[src/rtl/itrd_pkg.sv]
// Shared constants and the digit glyph function for the integer to
// radix digits block. No dependencies; imported by every module of the block.
`default_nettype none

package itrd_pkg;

   localparam int VALUE_BITS_DEF = 32;
   localparam int MAX_DIGITS_DEF = 32;
   localparam int OUT_LIMIT      = 32;
   localparam int STEP_BITS      = 8;
   localparam int RADIX_W        = 5;
   localparam int DIGIT_W        = 4;
   localparam int CHAR_W         = 7;

   localparam logic [RADIX_W-1:0] RADIX_MIN = 5'd2;
   localparam logic [RADIX_W-1:0] RADIX_MAX = 5'd16;

   localparam logic [CHAR_W-1:0]  CHAR_ZERO  = 7'h30;
   localparam logic [CHAR_W-1:0]  CHAR_ALPHA = 7'h41;
   localparam logic [DIGIT_W-1:0] DEC_DIGITS = 4'd10;

   // Map a digit value to its upper-case ASCII character.
   function automatic logic [CHAR_W-1:0] glyph(input logic [DIGIT_W-1:0] d);
      logic [CHAR_W-1:0] c;
      if (d < DEC_DIGITS) begin
         c = CHAR_ZERO + {3'b000, d};
      end else begin
         c = CHAR_ALPHA + {3'b000, d - DEC_DIGITS};
      end
      return c;
   endfunction

endpackage : itrd_pkg

`default_nettype wire

[src/rtl/integer_to_radix_digits.sv]
// Top level of the integer to radix digits block: sequencer, digit store and
// output stage. Depends on itrd_pkg and itrd_div_step.
`default_nettype none

// Converts an unsigned VALUE_BITS number into its digits in a radix of 2 to
// 16 (a radix below 2 is used as 2, above 16 as 16) and streams them out as
// upper-case ASCII characters, most significant first, with rsp_tlast on the
// final, least significant digit. A zero value gives the single item '0'.
// Digits are extracted least significant first by one shared divide unit
// that retires STEP_BITS dividend bits per cycle, and the division runs
// until the quotient reaches zero. Digits land in a small store and are
// read back in reverse order. Only the lowest min(MAX_DIGITS, 32) digits
// are kept; higher ones are dropped. req_tready is low from acceptance
// until the last digit has been taken.
module integer_to_radix_digits
   import itrd_pkg::*;
#(
   parameter int VALUE_BITS = VALUE_BITS_DEF,
   parameter int MAX_DIGITS = MAX_DIGITS_DEF
) (
   input  wire logic clock,
   input  wire logic reset,
   // req_tdata, lowest bit up: value [VALUE_BITS-1:0], radix [VALUE_BITS+4:VALUE_BITS]
   input  wire logic [((VALUE_BITS+RADIX_W+7)/8)*8-1:0] req_tdata,
   input  wire logic                                    req_tvalid,
   output logic                                         req_tready,
   // rsp_tdata, lowest bit up: digit_char [6:0], zero fill [7]
   output logic [7:0]                                   rsp_tdata,
   output logic                                         rsp_tlast,
   output logic                                         rsp_tvalid,
   input  wire logic                                    rsp_tready
);

   localparam int CAP    = (MAX_DIGITS < OUT_LIMIT) ? MAX_DIGITS : OUT_LIMIT;
   localparam int CHUNKS = (VALUE_BITS + STEP_BITS - 1) / STEP_BITS;
   localparam int WORD   = CHUNKS * STEP_BITS;
   localparam int CNT_W  = $clog2(CAP + 1);
   localparam int IDX_W  = $clog2(CAP);
   localparam int CH_W   = (CHUNKS > 1) ? $clog2(CHUNKS) : 1;

   typedef enum logic [3:0] {
      ST_IDLE   = 4'b0001,
      ST_DIVIDE = 4'b0010,
      ST_FETCH  = 4'b0100,
      ST_SEND   = 4'b1000
   } state_type;

   state_type          state_ff, state_in;
   logic [WORD-1:0]    quo_ff, quo_in;
   logic [DIGIT_W-1:0] rem_ff, rem_in;
   logic [RADIX_W-1:0] radix_ff, radix_in;
   logic [CH_W-1:0]    chunk_ff, chunk_in;
   logic [CNT_W-1:0]   cnt_ff, cnt_in;
   logic [IDX_W-1:0]   rd_idx_ff, rd_idx_in;
   logic [DIGIT_W-1:0] rd_data_ff;

   logic [DIGIT_W-1:0] rem_step;
   logic [WORD-1:0]    quo_step;
   logic [RADIX_W-1:0] req_radix;
   logic [RADIX_W-1:0] radix_clamped;
   logic               wr_en;
   logic               chunk_last;

   // Digit store, least significant digit at index zero.
   logic [DIGIT_W-1:0] store_mem [CAP];

   assign req_radix = req_tdata[VALUE_BITS+RADIX_W-1:VALUE_BITS];

   // Clamp the radix into the supported range.
   always_comb begin
      priority if (req_radix < RADIX_MIN) begin
         radix_clamped = RADIX_MIN;
      end else if (req_radix > RADIX_MAX) begin
         radix_clamped = RADIX_MAX;
      end else begin
         radix_clamped = req_radix;
      end
   end

   itrd_div_step #(
      .WORD_BITS (WORD)
   ) u_div_step (
      .part_rem (rem_ff),
      .part_quo (quo_ff),
      .divisor  (radix_ff),
      .rem_step (rem_step),
      .quo_step (quo_step)
   );

   assign chunk_last = (chunk_ff == CH_W'(CHUNKS - 1));

   always_comb begin
      state_in  = state_ff;
      quo_in    = quo_ff;
      rem_in    = rem_ff;
      radix_in  = radix_ff;
      chunk_in  = chunk_ff;
      cnt_in    = cnt_ff;
      rd_idx_in = rd_idx_ff;
      wr_en     = 1'b0;
      unique case (state_ff)
         ST_IDLE: begin
            // Load the item and start the first digit.
            if (req_tvalid) begin
               quo_in   = WORD'(req_tdata[VALUE_BITS-1:0]);
               rem_in   = '0;
               radix_in = radix_clamped;
               chunk_in = '0;
               cnt_in   = '0;
               state_in = ST_DIVIDE;
            end
         end
         ST_DIVIDE: begin
            quo_in = quo_step;
            rem_in = rem_step;
            if (chunk_last) begin
               // Remainder is a finished digit; keep it only while there is room.
               rem_in   = '0;
               chunk_in = '0;
               wr_en    = (cnt_ff < CNT_W'(CAP));
               if (wr_en) begin
                  cnt_in = cnt_ff + 1'b1;
               end
               if (quo_step == '0) begin
                  rd_idx_in = IDX_W'(cnt_in - 1'b1);
                  state_in  = ST_FETCH;
               end
            end else begin
               chunk_in = chunk_ff + 1'b1;
            end
         end
         ST_FETCH: begin
            state_in = ST_SEND;
         end
         ST_SEND: begin
            // Advance toward the least significant digit on each taken item.
            if (rsp_tready) begin
               if (rd_idx_ff == '0) begin
                  state_in = ST_IDLE;
               end else begin
                  rd_idx_in = rd_idx_ff - 1'b1;
               end
            end
         end
         default: begin
            state_in = ST_IDLE;
         end
      endcase
   end

   always_ff @(posedge clock) begin
      if (reset) begin
         state_ff  <= ST_IDLE;
         chunk_ff  <= '0;
         cnt_ff    <= '0;
         rd_idx_ff <= '0;
      end else begin
         state_ff  <= state_in;
         chunk_ff  <= chunk_in;
         cnt_ff    <= cnt_in;
         rd_idx_ff <= rd_idx_in;
      end
   end

   always_ff @(posedge clock) begin
      quo_ff   <= quo_in;
      rem_ff   <= rem_in;
      radix_ff <= radix_in;
   end

   // Store write and registered read; the read follows the next index so the
   // data register always matches rd_idx_ff while sending.
   always_ff @(posedge clock) begin
      if (wr_en) begin
         store_mem[cnt_ff[IDX_W-1:0]] <= rem_step;
      end
      rd_data_ff <= store_mem[rd_idx_in];
   end

   assign req_tready = (state_ff == ST_IDLE);
   assign rsp_tvalid = (state_ff == ST_SEND);
   assign rsp_tdata  = {1'b0, glyph(rd_data_ff)};
   assign rsp_tlast  = (rd_idx_ff == '0);

`ifndef ASSERT_OFF
   a_send_in_range: assert property (@(posedge clock) disable iff (reset)
      rsp_tvalid |-> (CNT_W'(rd_idx_ff) < cnt_ff))
      else $error("read index beyond stored digit count");

   a_no_overlap: assert property (@(posedge clock) disable iff (reset)
      rsp_tvalid |-> !req_tready)
      else $error("input ready while digits are still pending");

   a_last_frees: assert property (@(posedge clock) disable iff (reset)
      (rsp_tvalid && rsp_tready && rsp_tlast) |=> req_tready)
      else $error("block not ready after final digit");

   a_more_follow: assert property (@(posedge clock) disable iff (reset)
      (rsp_tvalid && rsp_tready && !rsp_tlast) |=> rsp_tvalid)
      else $error("digit stream broke off before final digit");

   a_start_clean: assert property (@(posedge clock) disable iff (reset)
      (req_tvalid && req_tready) |=> (state_ff == ST_DIVIDE && cnt_ff == '0))
      else $error("accepted item did not start a fresh division");
`endif

endmodule : integer_to_radix_digits

`default_nettype wire

[src/rtl/itrd_div_step.sv]
// Shared divide unit: STEP_BITS restoring steps of a long division by a
// radix of at most sixteen. Depends on itrd_pkg.
`default_nettype none

module itrd_div_step
   import itrd_pkg::*;
#(
   parameter int WORD_BITS = VALUE_BITS_DEF
) (
   input  wire logic [DIGIT_W-1:0]   part_rem,
   input  wire logic [WORD_BITS-1:0] part_quo,
   input  wire logic [RADIX_W-1:0]   divisor,
   output logic      [DIGIT_W-1:0]   rem_step,
   output logic      [WORD_BITS-1:0] quo_step
);

   always_comb begin
      logic [RADIX_W-1:0]   r5;
      logic [WORD_BITS-1:0] q;
      logic [DIGIT_W-1:0]   r;
      r  = part_rem;
      q  = part_quo;
      r5 = '0;
      for (int i = 0; i < STEP_BITS; i++) begin
         // Bring down the next dividend bit; quotient bit shifts in below.
         r5 = {r, q[WORD_BITS-1]};
         q  = {q[WORD_BITS-2:0], 1'b0};
         if (r5 >= divisor) begin
            r5   = r5 - divisor;
            q[0] = 1'b1;
         end
         r = r5[DIGIT_W-1:0];
      end
      rem_step = r;
      quo_step = q;
   end

endmodule : itrd_div_step

`default_nettype wire
[config.mk]
export PLATFORM = sky130hd
export DESIGN_NAME = integer_to_radix_digits
export DESIGN_NICKNAME = d
export VERILOG_FILES = /design/src/rtl/itrd_pkg.sv /design/src/rtl/integer_to_radix_digits.sv /design/src/rtl/itrd_div_step.sv
export SDC_FILE = /design/constraint.sdc
export NUM_CORES = 1
export LEC_CHECK = 0
export ABC_AREA = 1
export ABC_CLOCK_PERIOD_IN_PS = 26200
export BUFFER_PORTS_ARGS = -buffer_cell sky130_fd_sc_hd__buf_2
export CORE_ASPECT_RATIO = 1.1
export CORE_MARGIN = 5
export CORE_UTILIZATION = 61
export CTS_CLUSTER_SIZE = 10
export DETAILED_ROUTE_END_ITERATION = 6
export GPL_ROUTABILITY_DRIVEN = 0
export GPL_TIMING_DRIVEN = 0
export PLACE_DENSITY = 0.85
export SYNTH_ARGS = -nofsm -noshare
export SYNTH_HDL_FRONTEND = slang
export SYNTH_SLANG_ARGS = --single-unit
[constraint.sdc]
create_clock -name clock -period 26.2 [get_ports clock]
set_clock_uncertainty 0.05 [all_clocks]
set_input_delay 0 -clock clock [delete_from_list [all_inputs] [get_ports clock]]
set_output_delay 0 -clock clock [all_outputs]
set_load 0.02 [all_outputs]
Yosys cells after proc, flatten, opt, wreduce, memory -nomap -nowiden
Memories as Yosys holds them, arrays and structs flattened. A register that Yosys moved wholly into a read port is not among the register bits.
Cells that the tools add are included.
Widths: inputs -> output; s select.

word-level totals
  bits in registers = 58
  memory bits (writable) = 128
  input bits = 44
  output and inout port bits = 11
  logic and storage cells = 101
  memories kept = 1

memory list
  memory     words  width  rd ports  clocked after Yosys merged registers in  wr ports  line                           RTL
  store_mem  32     4      1         1                                        1         integer_to_radix_digits.sv:65  logic [DIGIT_W-1:0] store_mem [CAP];

cells by class
  add/sub/neg operators = 15
  $lt $le $gt $ge = 12
  eq/ne operators = 10
  mux-type cells = 47
  reduce and logical (&&, ||, !) cells = 8

operators with widths
  kind                 number
  $pmux 32 s2          1
  $mux 4               15
  $ge 5x5->1           8
  $logic_not 32->1     1
  $mux 32              1
  $sub 4x4->4          8
  $mux 6               5
  $mux 5               5
  $pmux 4 s4           1
  $mux 1               12
  $pmux 6 s2           1
  $pmux 5 s2           1
  $sub 5x1->5 const B  2
  $ne 2x2->1 const B   4
  $pmux 4 s2           1
  $add 6x4->7 const A  1
  $add 7x4->7 const A  1
  $mux 7               1
  $add 6x1->6 const B  1
  $lt 6x6->1 const B   1
  $gt 5x5->1 const B   1
  $logic_not 5->1      1
  $lt 5x2->1 const B   1
  $reduce_and 5->1     1
  other kinds (15)     17

Depth between registers and ports, before layout
Gate-level depths: netlist of run 1.

  depth in word-level cells = 20
  gate-level depth with buffers = 86

Modules after synthesis
Synthesis of run 1 repeated with hierarchy kept, for this count alone.

unflattened totals
  cell total of the unflattened synthesis = 1277
  area, all modules = 11259.5 sq um

modules (own cells, without submodules)
  module                   instances  cells each  area each (sq um)  seq. area each (sq um)
  integer_to_radix_digits  1          947         9133.8             5495.3
  itrd_div_step            1          330         2125.8             0.0

Worst setup path after synthesis of run 1
Ideal clock, no wire load.

  path type = flip-flop to flip-flop
  start point = reg radix_ff[1]
  end point = reg rd_data_ff[0] (read register of store_mem)
  library setup time = 112 ps
  arrival time = 9327 ps
  path slack = 16711 ps
  stages on the path, launching flop included = 71
  path buffers = 4
  period minus slack after synthesis = 9489 ps
  cell sequence = edfxtp_1 -> inv_1 -> ha_1 -> nand2_1 -> inv_1 -> nand2_1 -> nor2_1 -> nor2_4 -> inv_1 -> o21ai_0 -> inv_1 -> ha_1 -> nand2_1 -> inv_2 -> nand2_1 -> nand2_1 -> nor2_4 -> or2_2 -> (+35 left out) -> nand3b_1 -> nand2_1 -> nor2_1 -> nand2_1 -> nor2_2 -> nand3_2 -> nand2_4 -> nand2_4 -> nand2_4 -> buf_8 -> buf_8 -> nand3_1 -> nand3_1 -> nand3_1 -> nand3_1 -> nand2_1 -> nand2_1 -> nand2_1

on the way
  longest elaborated chain between the ends = 20
  elaborated cells on any way between the ends = 34
  classes of those cells = 7 x add/sub; 8 x order compare; 18 x mux; 1 x reduce/logical

RTL lines
  what                                       line                                      RTL
  from (decl)                                integer_to_radix_digits.sv:51             logic [RADIX_W-1:0] radix_ff, radix_in;
  from (signal assigned)                     integer_to_radix_digits.sv:168            radix_ff <= radix_in;
  $sub 4x4->4 or $ge 5x5->1 (tied branches)  itrd_div_step.sv:29, itrd_div_step.sv:28
  $mux 4                                     itrd_div_step.sv:28                       if (r5 >= divisor) begin
  $sub 4x4->4 or $ge 5x5->1 (tied branches)  itrd_div_step.sv:29, itrd_div_step.sv:28
  $mux 4                                     itrd_div_step.sv:28
  $sub 4x4->4 or $ge 5x5->1 (tied branches)  itrd_div_step.sv:29, itrd_div_step.sv:28
  $mux 4                                     itrd_div_step.sv:28
  $ge 5x5->1 or $sub 4x4->4 (tied branches)  itrd_div_step.sv:28, itrd_div_step.sv:29
  $mux 4                                     itrd_div_step.sv:28
  (+4 left out)                              --
  $sub 4x4->4 or $ge 5x5->1 (tied branches)  itrd_div_step.sv:29, itrd_div_step.sv:28
  $mux 4                                     itrd_div_step.sv:28
  $ge 5x5->1                                 itrd_div_step.sv:28
  $mux 1                                     itrd_div_step.sv:28
  $logic_not 32->1 *                         integer_to_radix_digits.sv:124            if (quo_step == '0) begin
  $mux 5 *                                   integer_to_radix_digits.sv:124
  $mux 5 *                                   integer_to_radix_digits.sv:116            if (chunk_last) begin
  $pmux 5 s2 *                               integer_to_radix_digits.sv:101            unique case (state_ff)
  to (decl)                                  integer_to_radix_digits.sv:55             logic [DIGIT_W-1:0] rd_data_ff;

Every way passes the cells marked *; elsewhere a longest branch is shown, timed or not.
A chain may end at the register's enable or synchronous reset.

Worst setup path after layout of run 1
Same ends and word-level chain as after synthesis.

==> metrics, run 1 <==
TritonCTS clock tree built; most frequent cells in the layout nand2_1 (286), edfxtp_1 (169), inv_1 (168); max incr delay on CP 0.68 ns; cts repair resizes 0; I/O pins 55; synthesized cell area 10,900 um^2; final std cells w/o fill between 1,500 and 2,000; core area 17,600 um^2; Sink Count 190; final WL approximately 28 mm; fmax 0.0829 GHz; cts hold-fix bufs 43; slew margin rel. 16.4%; row cnt 51; final hold slack between 0.1 and 0.15 ns; detailed placement HPWL 18.5 mm; status finished with violations; max_cap viols 0; Via density roughly 5.7; total gr overflow 0; cells after synthesis 1,220; DR vias approximately 9,000; clock period minus worst slack 12.06 ns; worst path required time around 26 ns; flops & latches, synth 190; initial core utilization 61.8%; Num CTS Buffers 17; crit path DAT 12.34 ns; die area 20,600 um^2; final setup fails 0; ANT cells 0; die width 137 um; placed insts 1,508; Total Routing Usage GR 28.5%; Crit-path slowest cell edfxtp_1; pin slew with the least headroom to its limit 1.25 ns; initial antenna violation count 1; final period utilization 46.0%; Clk pin slew, worst setup/hold paths approximately 0.080 ns; WL/cell approximately 18 um; worst-skew pair later-pin latency 0.45 ns; synth unique cells 43; most common cell after layout, fill and taps aside nand2_1; CTS Root Cell clkbuf_16; Final Hold Fails 0; critical path class flop to flop; failing checks design-rule violations; Die Ht 150 um; buffers added on ports 50; Final nets 1,433; CTS H-tree depth 4; Slew Limit Fails 0; Avg Cell Area, Syn 8.93 um^2; crit-path max FO 10; Setup TNS Final 0 ns; CP most frequent cell nand2_1; Max Root-Sink Buffers 2; initial DRC count 871; largest net degree at the start of global routing 38; first-pass GRT wire length 44.7 mm; # fillers 1,268; Synth warnings 0; postcts setup bufs 0; Final ANT Viol Nets 0; Syn Nets approximately 1,300; Hold Path Class input port to flop; CP Capture Type flop; RSZ-0062 raised after global routing no; DRT Pass-1 Iters 7; register area share after synthesis 50.4%; # DRC 1; fraction of layout cells with a size suffix above 1 a little under an eighth; synthesis-to-finish area growth 14.2%; startpoint types flop; vias in the first global route 8,869
[synth_stat cells, drive strengths merged]
cell      n  area, um^2
or2       4        25.0
o21a      1        7.51
nor2    103         434
a211oi    4        30.0
nand3   151         761
a21oi    29         171
a21boi    1        7.51
fa        8         160
dfxtp    21         420
o211a     1        10.0
o21ai    60         304
xor2     18         158
conb      1        3.75
buf      34         268
ha       49         613
edfxtp  169        5070
clkbuf   10        37.5
and2      1        6.26
clkinv    4        15.0
a31oi     4        25.0
xnor2     4        35.0
nand4     4        25.0
nand3b   55         413
nor3      7        51.3
o22ai     1        6.26
inv     182         683
o211ai    1        12.5
nand2   293        1130
[final cells by class]
class                           instances  area (um^2)  area share, %
Sequential cell                       190         5500           44.2
Multi-Input combinational cell        800         4400           35.3
Inverter                              186          698           5.61
Timing Repair Buffer                   93          681           5.47
Clock buffer                           18          429           3.45
Buffer                                 44          305           2.45
Tap cell                              238          298           2.39
Clock inverter                         12          138           1.11
[metal layers]
layer	GRT usage, %	share of wire (%)	vias up	routed length (um)
li1	-	-	4240	-
met5	0	0.018	-	5
met2	49.6	51	478	14400
met4	15.5	4.9	2	1390
met3	6.05	8.4	110	2390
met1	32.6	36	4149	10200
[flip-flops by register name, indices dropped and copies added, names as in the netlist]
register    cells
chunk_ff        2
quo_ff         32
state_ff        4
store_mem     128
cnt_ff          6
rd_data_ff      4
rem_ff          4
radix_ff        5
rd_idx_ff       5
[final timing paths]
path,cells after the start,to,from,slack (ns)
max,67,rd_data_ff[0]$_DFF_P_,radix_ff[1]$_SDFFCE_PP1P_,14.14
min,7,state_ff[0]$_SDFFE_PP1P_,rsp_tready,0.10
max reg2reg,67,rd_data_ff[0]$_DFF_P_,radix_ff[1]$_SDFFCE_PP1P_,14.14
min reg2reg,1,chunk_ff[0]$_SDFFE_PP0P_,chunk_ff[0]$_SDFFE_PP0P_,0.41
[cell families (layout without fill, tap and decap cells)]
family          Yosys count  count (layout)  synth area share [%]
compound gates          102             102                  5.27
xor+xnor                 22              22                  1.77
fa+ha+maj                57              57                  7.10
buf+inv                 230             353                  9.21
flops                   190             190                  50.4
other cells               1               1                0.0344
simple gates            618             618                  26.2
[metrics by stage]
step           setup slack [ns]  cell area (um^2)  util [%]
2_1_floorplan             16.71             10900         -
3_3_place_gp              14.80             11400      65.0
3_5_place_dp              14.44             11400      65.0
4_1_cts                   14.29             12400      70.6
5_1_grt                   13.02             12400      70.6
6_report                  14.14             12400      70.6
[worst max-delay path, delay by kind of cell (launching register included)]
family	cells	cell delay, ns
and+or+nand+nor	37	4.05
AOI/OAI and AO/OA	9	2.70
adders and majority gates	8	2.63
buffers and inverters	13	1.78
DFF	1	0.68
Power of run 1 is left out: the tool's default activity adds up to more than one toggle a clock period on the data nets, which glitch-free logic cannot reach.
==> inputs of run 2 (changes only) <==
- ABC_CLOCK_PERIOD_IN_PS: 26200 -> 10790
- CORE_UTILIZATION: 61 -> 56
- PLACE_DENSITY: 0.85 -> 0.83
- clock period: 26.2 -> 10.79 ns (I/O delays scaled with it)
==> metrics, run 2 (same netlist as run 1, synthesis figures left out) <==
TritonCTS clock tree built; max FFs per register 128; Worst Hold Path EP state_ff[3]$_SDFFE_PP0P_; FF-to-FF path depth 76; CP most frequent cell nand2_1; # DRC 0; Sink Count 190; initial core utilization between 50% and 60%; detailed placement HPWL 18.5 mm; Final Hold Fails 0; buffers added on ports 50; pin slew with the least headroom to its limit 1.13 ns; R2R setup slack around 0.36 ns; DR vias 9,187; Via density 5.68; worst path required time 11.07 ns; Final nets 1,459; CTS Root Cell clkbuf_16; slew margin rel. 24.7%; fraction of layout cells with a size suffix above 1 15.3%; status finished clean; reg2reg end rd_data_ff[3]$_DFF_P_; CTS H-tree depth 4; initial DRC count 883; die width 143 um; Final ANT Viol Nets 0; most frequent cells in the layout nand2_1 (284), edfxtp_1 (169), inv_1 (164); Max Root-Sink Buffers 2; Crit-path slowest cell edfxtp_1; I/O pins 55; Clk pin slew, worst setup/hold paths 0.07 ns; WL/cell 18.1 um; first-pass GRT wire length around 45 mm; largest net degree at the start of global routing 38; final period utilization 96.6%; Total Routing Usage GR 25.6%; r2r startpoint radix_ff[1]$_SDFFCE_PP1P_; Setup TNS Final 0 ns; row cnt 53; Hold Path Class input port to flop; most common cell after layout, fill and taps aside nand2_1; WHS Path Cells 6; critical path class flop to flop; max_cap viols 0; core area 19,100 um^2; vias in the first global route approximately 9,000; synthesis-to-finish area growth 17.9%; Slew Limit Fails 0; ANT cells 0; hold path startpoint rsp_tready; final hold slack 0.0732 ns; worst-skew pair later-pin latency 0.44 ns; Die Ht 156 um; total gr overflow 0; Num CTS Buffers 17; startpoint types flop; clock period minus worst slack around 10 ns; crit-path max FO 10; final WL 29.2 mm; CP Capture Type flop; die area 22,300 um^2; final setup fails 0; fmax 0.0959 GHz; DRT Pass-1 Iters 6; max incr delay on CP about 0.44 ns; crit path DAT 10.70 ns; initial antenna violation count 0
## run 2: worst max-delay path: cells and delay by family (launching register included)
family	cells	cell delay, ns
AO/OA/AOI/OAI	9	1.38
adder cells (fa/ha/maj)	8	2.33
buffers and inverters	12	1.44
flip-flops	1	0.44
AND/OR/NAND/NOR	47	4.66
## run 2: timing repair
| item | 4_1_cts | 5_1_grt |
|---|---|---|
| pin swaps | 3 | 15 |
| hold buffers | 41 | 0 |
| hold endpoints to repair | 44 | 0 |
| endpoints found under the setup margin | 142 | 142 |
| gates resized for setup | 10 | 51 |
| cloned | 0 | 1 |
| setup buffers | 11 | 16 |
## run 2: worst max path at each step
stage                                    from               endpoint  cells after the start
global placement    radix_ff[1]$_SDFFCE_PP1P_  rd_data_ff[1]$_DFF_P_                     69
CTS                 radix_ff[2]$_SDFFCE_PP0P_  rd_data_ff[3]$_DFF_P_                     72
floorplan           radix_ff[1]$_SDFFCE_PP1P_  rd_data_ff[0]$_DFF_P_                     70
detailed placement  radix_ff[1]$_SDFFCE_PP1P_  rd_data_ff[1]$_DFF_P_                     69
global route        radix_ff[1]$_SDFFCE_PP1P_  rd_data_ff[1]$_DFF_P_                     79
finish              radix_ff[1]$_SDFFCE_PP1P_  rd_data_ff[3]$_DFF_P_                     76
## run 2: metal layers
| metal | GRT usage (%) | wire (um) | vias up |
|---|---|---|---|
| met1 | 29.8 | 10700 | 4257 |
| met5 | 0 | 0 | - |
| met4 | 12.9 | 1550 | 0 |
| met2 | 45.7 | 14900 | 509 |
| met3 | 4.28 | 2090 | 121 |
| li1 | - | - | 4300 |
## run 2: per-stage QoR
stage | cell area, um^2 | utilization, % | cells | worst slack [ns]
floorplan | 10900 | - | 1220 | 1.30
global placement | 11500 | 60.0 | 1517 | -0.634
detailed placement | 11500 | 60.0 | 1517 | -1.08
CTS | 12600 | 65.8 | 1601 | 0.0406
global route | 12800 | 67.2 | 1618 | -0.258
finish | 12800 | 67.2 | 1618 | 0.364
## run 2: cell type report
type	instances	area (um^2)
multi-input combinational	801	4520
fill	1392	6250
tap	247	309
sequential	190	5500
buffer	44	325
clock buffer	21	460
inverter	186	713
timing repair buffer	118	876
clock inverter	11	141
Power of run 2 is left out for the same reason.
